==> config.mk <==
export PLATFORM = sky130hd
export DESIGN_NAME = middle_access_stack_core
export DESIGN_NICKNAME = d
export VERILOG_FILES = /design/src/mas_pkg.sv /design/src/mas_cell.sv /design/src/mas_mid_tree.sv /design/src/middle_access_stack_core.sv
export VERILOG_INCLUDE_DIRS = /design/src /design/src/src
export SDC_FILE = /design/constraint.sdc
export NUM_CORES = 2
export LEC_CHECK = 0
export BUFFER_PORTS_ARGS = -buffer_cell sky130_fd_sc_hd__buf_4
export CAP_MARGIN = 20
export CORE_UTILIZATION = 31
export CTS_CLUSTER_SIZE = 12
export DETAILED_ROUTE_END_ITERATION = 10
export GPL_TIMING_DRIVEN = 0
export PLACE_DENSITY = 0.51
export SLEW_MARGIN = 20
export SYNTH_ARGS = -nofsm -noshare
export SYNTH_HDL_FRONTEND = slang
export SYNTH_SLANG_ARGS = --single-unit
==> constraint.sdc <==
create_clock -name i_clk -period 8.7 [get_ports i_clk]
set_input_delay 1.305 -clock i_clk [delete_from_list [all_inputs] [get_ports i_clk]]
set_output_delay 1.305 -clock i_clk [all_outputs]
set_load 0.1 [all_outputs]
==> src/middle_access_stack_core_defines.svh <==
// Assertion macros for the middle access stack.
// Concurrent checks are compiled out when SYNTHESIS is defined.
`ifndef MIDDLE_ACCESS_STACK_CORE_DEFINES_SVH
`define MIDDLE_ACCESS_STACK_CORE_DEFINES_SVH

`ifndef SYNTHESIS

// Property must hold at every clock edge outside reset.
`define MAS_ASSERT(lbl, clk, rst_n, prop, msg) \
    lbl: assert property (@(posedge clk) disable iff (!rst_n) prop) else $error(msg);

// Condition must never be true at a clock edge outside reset.
`define MAS_ASSERT_NEVER(lbl, clk, rst_n, cond, msg) \
    lbl: assert property (@(posedge clk) disable iff (!rst_n) !(cond)) else $error(msg);

`else

`define MAS_ASSERT(lbl, clk, rst_n, prop, msg)
`define MAS_ASSERT_NEVER(lbl, clk, rst_n, cond, msg)

`endif

`endif

==> src/mas_pkg.sv <==
package mas_pkg;

    localparam int DATA_W     = 32;
    localparam int FUNC_W     = 2;
    localparam int STATUS_W   = 2;
    localparam int CNT_OUT_W  = 7;
    localparam int DEPTH_DEF  = 64;
    localparam int GROUP_DEF  = 8;

    localparam int IN_TDATA_W  = 40;
    localparam int OUT_TDATA_W = 48;

    localparam logic [FUNC_W-1:0] OP_PUSH   = 2'd0;
    localparam logic [FUNC_W-1:0] OP_POP    = 2'd1;
    localparam logic [FUNC_W-1:0] OP_READ   = 2'd2;
    localparam logic [FUNC_W-1:0] OP_DELETE = 2'd3;

    localparam logic [STATUS_W-1:0] ST_OK    = 2'd0;
    localparam logic [STATUS_W-1:0] ST_EMPTY = 2'd1;
    localparam logic [STATUS_W-1:0] ST_FULL  = 2'd2;

    // per-cell control for one update cycle
    typedef struct packed {
        logic push_wr;  // load pushed word
        logic shift;    // take word from the cell above
        logic sel;      // cell sits at the middle index
    } t_cell_ctl;

endpackage

==> src/mas_cell.sv <==
module mas_cell (
    input  logic                          i_clk,
    input  mas_pkg::t_cell_ctl            i_ctl,
    input  logic [mas_pkg::DATA_W-1:0]    i_push_value,
    input  logic [mas_pkg::DATA_W-1:0]    i_upper,
    output logic [mas_pkg::DATA_W-1:0]    o_data,
    output logic [mas_pkg::DATA_W-1:0]    o_tap
);

    logic [mas_pkg::DATA_W-1:0] r_data;
    logic [mas_pkg::DATA_W-1:0] r_tap;

    always_ff @(posedge i_clk) begin
        if (i_ctl.push_wr) begin
            r_data <= i_push_value;
        end else if (i_ctl.shift) begin
            r_data <= i_upper;
        end
        // masked copy feeds the middle OR tree
        r_tap <= i_ctl.sel ? r_data : '0;
    end

    assign o_data = r_data;
    assign o_tap  = r_tap;

endmodule

==> src/mas_mid_tree.sv <==
module mas_mid_tree #(
    parameter int DEPTH = mas_pkg::DEPTH_DEF,
    parameter int GROUP = mas_pkg::GROUP_DEF
) (
    input  logic                          i_clk,
    input  logic [mas_pkg::DATA_W-1:0]    i_taps [DEPTH],
    output logic [mas_pkg::DATA_W-1:0]    o_word
);

    localparam int NGRP = (DEPTH + GROUP - 1) / GROUP;

    logic [mas_pkg::DATA_W-1:0] r_grp [NGRP];
    logic [mas_pkg::DATA_W-1:0] n_grp [NGRP];
    logic [mas_pkg::DATA_W-1:0] n_sum;
    logic [mas_pkg::DATA_W-1:0] r_sum;

    // at most one tap is nonzero, so OR acts as the select
    always_comb begin
        for (int g = 0; g < NGRP; g++) begin
            n_grp[g] = '0;
            for (int k = 0; k < GROUP; k++) begin
                if (g * GROUP + k < DEPTH) begin
                    n_grp[g] = n_grp[g] | i_taps[g * GROUP + k];
                end
            end
        end
    end

    always_comb begin
        n_sum = '0;
        for (int g = 0; g < NGRP; g++) begin
            n_sum = n_sum | r_grp[g];
        end
    end

    always_ff @(posedge i_clk) begin
        r_grp <= n_grp;
        r_sum <= n_sum;
    end

    assign o_word = r_sum;

endmodule

==> src/middle_access_stack_core.sv <==
// Bounded stack of signed 32-bit words with access to its middle entry.
// Each input transfer carries one operation (push, pop, read middle, delete
// middle); each produces exactly one output transfer with the middle entry
// after the operation (index count/2 from the bottom, zero when empty), a
// status (ok, empty, full) and the entry count. Entries live in a row of
// DEPTH cells; a delete makes each cell from the middle up to count-2 take the
// word of its upper neighbor in the same cycle, so the gap closes at once. The
// middle word is picked by the cells themselves (each masks its word unless
// it sits at the middle index) and gathered through a two-level registered
// OR tree. One item is in flight at a time: the input is accepted, the cells
// update in the next cycle, the tap, group and sum registers then gather the
// middle word, and the result is held on the output until taken.
// No clearing pass is needed after reset: only entries below the count are
// ever read.
`include "middle_access_stack_core_defines.svh"

module middle_access_stack_core #(
    parameter int DEPTH = mas_pkg::DEPTH_DEF,
    parameter int GROUP = mas_pkg::GROUP_DEF
) (
    input  logic                               i_clk,
    input  logic                               i_rst_n,
    // slave side
    input  logic                               i_s_axis_tvalid,
    output logic                               o_s_axis_tready,
    // [1:0] func, [33:2] push_value, [39:34] zero
    input  logic [mas_pkg::IN_TDATA_W-1:0]     i_s_axis_tdata,
    // master side
    output logic                               o_m_axis_tvalid,
    input  logic                               i_m_axis_tready,
    // [31:0] middle_value, [33:32] status, [40:34] entry_count, [47:41] zero
    output logic [mas_pkg::OUT_TDATA_W-1:0]    o_m_axis_tdata
);

    localparam int CW = $clog2(DEPTH + 1);

    // sequencer codes
    localparam logic [2:0] S_IDLE = 3'd0;
    localparam logic [2:0] S_UPD  = 3'd1;
    localparam logic [2:0] S_TAP  = 3'd2;
    localparam logic [2:0] S_GRP  = 3'd3;
    localparam logic [2:0] S_SUM  = 3'd4;
    localparam logic [2:0] S_OUT  = 3'd5;

    logic [2:0]                         r_state, n_state;
    logic [CW-1:0]                      r_count, n_count;
    logic [mas_pkg::FUNC_W-1:0]         r_func;
    logic [mas_pkg::DATA_W-1:0]         r_value;
    logic [mas_pkg::STATUS_W-1:0]       r_status, n_status;

    logic [CW-1:0]                      w_mid;
    logic                               w_in_xfer;
    logic                               w_upd;
    logic [CW+mas_pkg::CNT_OUT_W-1:0]   w_count_ext;
    logic [mas_pkg::DATA_W-1:0]         w_mid_word;

    mas_pkg::t_cell_ctl                 w_ctl   [DEPTH];
    logic [mas_pkg::DATA_W-1:0]         w_data  [DEPTH];
    logic [mas_pkg::DATA_W-1:0]         w_upper [DEPTH];
    logic [mas_pkg::DATA_W-1:0]         w_taps  [DEPTH];

    assign w_in_xfer = i_s_axis_tvalid && o_s_axis_tready;
    assign w_upd     = (r_state == S_UPD);
    assign w_mid     = r_count >> 1;

    // Operation decode: new count and status, applied in the update cycle.
    always_comb begin
        n_count  = r_count;
        n_status = mas_pkg::ST_OK;
        if (r_func == mas_pkg::OP_PUSH) begin
            if (r_count == CW'(DEPTH)) begin
                n_status = mas_pkg::ST_FULL;
            end else begin
                n_count = r_count + CW'(1);
            end
        end else if (r_count == '0) begin
            n_status = mas_pkg::ST_EMPTY;
        end else if (r_func == mas_pkg::OP_POP || r_func == mas_pkg::OP_DELETE) begin
            n_count = r_count - CW'(1);
        end
    end

    // Per-cell controls. Cell i is written by a push when i equals the count,
    // and shifts down on a delete when it lies in [mid, count-2].
    for (genvar i = 0; i < DEPTH; i++) begin : g_cells
        always_comb begin
            w_ctl[i].push_wr = w_upd && (r_func == mas_pkg::OP_PUSH)
                               && (CW'(i) == r_count);
            w_ctl[i].shift   = w_upd && (r_func == mas_pkg::OP_DELETE)
                               && (r_count != '0)
                               && (CW'(i) >= w_mid)
                               && (CW'(i + 1) < r_count);
            w_ctl[i].sel     = (r_count != '0) && (CW'(i) == w_mid);
        end

        if (i == DEPTH - 1) begin : g_top
            assign w_upper[i] = w_data[i];
        end else begin : g_mid
            assign w_upper[i] = w_data[i + 1];
        end

        mas_cell u_cell (
            .i_clk        (i_clk),
            .i_ctl        (w_ctl[i]),
            .i_push_value (r_value),
            .i_upper      (w_upper[i]),
            .o_data       (w_data[i]),
            .o_tap        (w_taps[i])
        );
    end

    mas_mid_tree #(
        .DEPTH (DEPTH),
        .GROUP (GROUP)
    ) u_mid_tree (
        .i_clk  (i_clk),
        .i_taps (w_taps),
        .o_word (w_mid_word)
    );

    // Sequencer: accept, update cells, wait out the tree latency, then hold the result until taken.
    always_comb begin
        n_state = r_state;
        case (r_state)
            S_IDLE: if (w_in_xfer) n_state = S_UPD;
            S_UPD:  n_state = S_TAP;
            S_TAP:  n_state = S_GRP;
            S_GRP:  n_state = S_SUM;
            S_SUM:  n_state = S_OUT;
            S_OUT:  if (i_m_axis_tready) n_state = S_IDLE;
            default: n_state = S_IDLE;
        endcase
    end

    always_ff @(posedge i_clk) begin
        if (!i_rst_n) begin
            r_state <= S_IDLE;
            r_count <= '0;
        end else begin
            r_state <= n_state;
            if (w_upd) begin
                r_count <= n_count;
            end
        end
    end

    always_ff @(posedge i_clk) begin
        if (w_in_xfer) begin
            r_func  <= i_s_axis_tdata[mas_pkg::FUNC_W-1:0];
            r_value <= i_s_axis_tdata[mas_pkg::FUNC_W +: mas_pkg::DATA_W];
        end
        if (w_upd) begin
            r_status <= n_status;
        end
    end

    // entry_count is the count masked to seven bits
    assign w_count_ext = {{mas_pkg::CNT_OUT_W{1'b0}}, r_count};

    assign o_s_axis_tready = (r_state == S_IDLE);
    assign o_m_axis_tvalid = (r_state == S_OUT);
    assign o_m_axis_tdata  = {
        {(mas_pkg::OUT_TDATA_W - mas_pkg::DATA_W - mas_pkg::STATUS_W
          - mas_pkg::CNT_OUT_W){1'b0}},
        w_count_ext[mas_pkg::CNT_OUT_W-1:0],
        r_status,
        w_mid_word
    };

    // Checks
    `MAS_ASSERT(a_count_bound, i_clk, i_rst_n, r_count <= CW'(DEPTH), "count above depth")
    `MAS_ASSERT_NEVER(a_one_in_flight, i_clk, i_rst_n, o_s_axis_tready && o_m_axis_tvalid, "accepting while a result is pending")
    `MAS_ASSERT(a_full_holds, i_clk, i_rst_n, (w_upd && r_func == mas_pkg::OP_PUSH && r_count == CW'(DEPTH)) |=> (r_count == CW'(DEPTH) && r_status == mas_pkg::ST_FULL), "refused push changed the stack")
    `MAS_ASSERT(a_empty_result, i_clk, i_rst_n, (o_m_axis_tvalid && r_status == mas_pkg::ST_EMPTY) |-> (r_count == '0 && w_mid_word == '0), "empty result carries data")

endmodule

==> results by group <==
Run status
  – Status: finished, final reports clean

Routing
  – Number of antenna-violating nets in the routed design: 0
  – Via Count: approximately 84000
  – First drt pass iteration count: 5
  – Routed wire length: ~480 mm
  – Via density: roughly 4.6
  – WL/cell: approximately 26 µm
  – # DRC: 0
  – Initial drt markers: 6737

Worst setup path
  – Arrival time at the worst endpoint: approximately 6.5 ns
  – Worst Setup SP: r_count[1]
  – CP Class: reg -> reg
  – Crit start category: register
  – Crit path max fanout: 14
  – Element type at the critical path end: register
  – Worst r2r src: r_count[1]
  – CP required: ~9.5 ns

STA
  – Slew of the pin with the lowest slew margin: ~1.3 ns
  – Max Freq: around 170 MHz
  – Finish-stage setup viols: 0
  – Fin. Hold Viols: 0
  – Hold WS: roughly 0.34 ns
  – Max Slew Vio Count: 0
  – Unrepaired setup endpoints after global routing: false
  – Worst Clk Skew: just over 0.1 ns
  – Rel. slew slack: 0.144
  – Fin crit period: between 5 and 6 ns
  – Post-layout worst setup margin: 2.95 ns
  – Tcrit/Tclk final: 0.660

Power and ir drop
  – Lkg Pwr: 66.6 nW
  – P per Cell Area: 239 nW/µm²
  – IR drop worst, VDD: 164 µV

Layout
  – Final Util: 0.366
  – Most frequent cells in the layout: dfxtp_1 (2346), edfxtp_1 (2084), mux2_2 (2006), and2_1 (1929), clkbuf_1 (658)
  – Leading cell type in the layout, fill and taps excluded: dfxtp_1
  – Ratio of cells with drive above 1 in the final layout: 0.281
  – Synth-to-layout area growth: 17.3%
  – Nets: about 11000
  – Filler cells: around 48000

CTS
  – Root Driver: clkbuf_16
  – Clock Path Buffers: 4
  – Total CTS buffers: 447
  – Clock sinks: between 4000 and 5000
  – Worst-skew pair later-pin latency: 1.03 ns
  – H-tree depth: 5
  – CTS resizes: 0
  – CTS tree: done
  – Clock-pin slew on the worst setup and hold paths: around 0.060 ns
  – # hold bufs at CTS: 0
  – Post-CTS Setup Bufs: 0

Place
  – Dpl ws: between 3 and 4 ns
  – Port buffer count: 80
  – Hpwl dp: 364 mm
  – GPL Wtd Cong: between 0.9 and 1

Floorplan
  – Die Area: 504000 µm²
  – Initial Util: 0.312
  – Total core area: about 500000 µm²
  – Die H: about 710 µm
  – Num ports: 94
  – Die W: just over 700 µm
  – Site row count: roughly 260

Hold path
  – Worst Hold Class: reg -> reg
  – Worst hold path startpoint: g_cells[22].u_cell.o_tap[1]

Global route
  – Global Route Usage Sum: 0.187
  – First-pass GRT wire length: roughly 660 mm
  – Initial antenna violation count: 27
  – Total grt overflow: 0
  – Largest net degree at the start of global routing: 35
  – Via count of the first global-routing pass: between 80000 and 90000

Synth
  – FF+latch count, synth: 4430
  – Asr flop ratio synth: 0
  – Seq/Total Area, Yosys: 0.705
  – Mapped Cells: roughly 11000
  – Distinct cell type count after synthesis: 66
  – Synthesis Warnings: 0
  – Post-synth EDFFs: approximately 2100
  – Mean Syn Cell Area: roughly 15 µm²
  – Post-Syn Area: between 150000 and 200000 µm²
  – Most frequently used flop master after synthesis: dfxtp_1

Job
  – Max Cap Viol: 0
## worst paths after layout
check        slack [ns]  depth (start not counted)                            to
min reg2reg        0.34                          2         u_mid_tree.r_grp[161]
max reg2reg        2.95                         12  g_cells[5].u_cell.o_data[14]
max                2.95                         12  g_cells[5].u_cell.o_data[14]
min                0.34                          2         u_mid_tree.r_grp[161]
## power by group
part | total, W | switching (W) | internal, W
Clock | 0.0187 | 0.00819 | 0.0105
Combinational | 0.00270 | 0.00218 | 0.000523
Sequential | 0.0222 | 0.000225 | 0.0220
## logic make-up (layout without fill, tap and decap cells)
| kind of cell | after synthesis | in the layout | synth area share |
|---|---|---|---|
| compound gates | 146 | 146 | 0.00577 |
| xor+xnor | 3 | 3 | 0.000169 |
| fa+ha+maj | 6 | 6 | 0.000483 |
| buf+inv | 705 | 1795 | 0.0199 |
| flops | 4430 | 4430 | 0.705 |
| mux | 2019 | 2019 | 0.146 |
| other cells | 1 | 66 | 0.0000241 |
| simple gates | 3210 | 3210 | 0.123 |
## cell usage after synthesis (all sizes together), types with 8 or more instances
cell type | number | share of area
a21oi | 31 | 0.0010
and2 | 1932 | 0.078
and3 | 145 | 0.0058
buf | 254 | 0.0091
clkbuf | 447 | 0.011
dfxtp | 2346 | 0.30
edfxtp | 2084 | 0.40
mux2 | 2016 | 0.15
nand2 | 370 | 0.0092
nand2b | 14 | 0.00056
nand3 | 16 | 0.00072
nor2 | 70 | 0.0017
nor2b | 9 | 0.00036
nor3 | 48 | 0.0021
nor4 | 578 | 0.023
o21ai | 51 | 0.0016
o22ai | 9 | 0.00036
o31ai | 12 | 0.00058
or2 | 8 | 0.00032
## layer usage
metal,part of all wire,global-route usage,vias to the layer above
met1,0.45,0.254,41800
li1,-,-,39000
met5,0,0,-
met3,0.059,0.0360,624
met2,0.46,0.300,2172
met4,0.035,0.0599,0
## registers in the layout, summed over array words and instances (netlist names)
| name | count |
|---|---|
| r_state | 3 |
| r_value | 32 |
| r_count | 7 |
| r_status | 2 |
| r_func | 2 |
| u_mid_tree.o_word | 32 |
| g_cells.u_cell.o_tap | 2048 |
| u_mid_tree.r_grp | 256 |
| g_cells.u_cell.o_data | 2048 |
## critical path, stage by stage, from the launching register on
cell and delay [ns]:
dfxtp_1 0.39, buf_2 0.25, inv_1 0.42, ha_1 0.28, clkbuf_1 0.61, nor3b_2 0.96, nand2_1 0.25, nand2b_1 0.25
buf_2 0.50, clkbuf_2 0.84, o21ai_4 0.31, buf_16 0.26, buf_16 0.18
## layout make-up
cell class              instances  area [µm²]  area share
plain buffers                 701        3130      0.0172
repair buffers                250        3160      0.0173
multi-input cells            5391       43900       0.241
well taps                    6655        8330      0.0457
diodes                         59         148    0.000810
flip-flops and latches       4430      110000       0.601
clock buffers                 762       13400      0.0732
clock inverters                78         698     0.00383
inverters                       4        15.0   0.0000824
## stage by stage
stage	TNS [ns]	std cells	cell area (µm²)	total power, W
after floorplan	0	10500	155000	0.0237
after global placement	-565.81	17300	164000	0.0252
after detailed placement	0	17400	168000	0.0253
after CTS	0	18300	182000	0.0440
after global routing	0	18300	182000	0.0448
final	0	18300	182000	0.0436
Power figures use the tool's default switching activity.
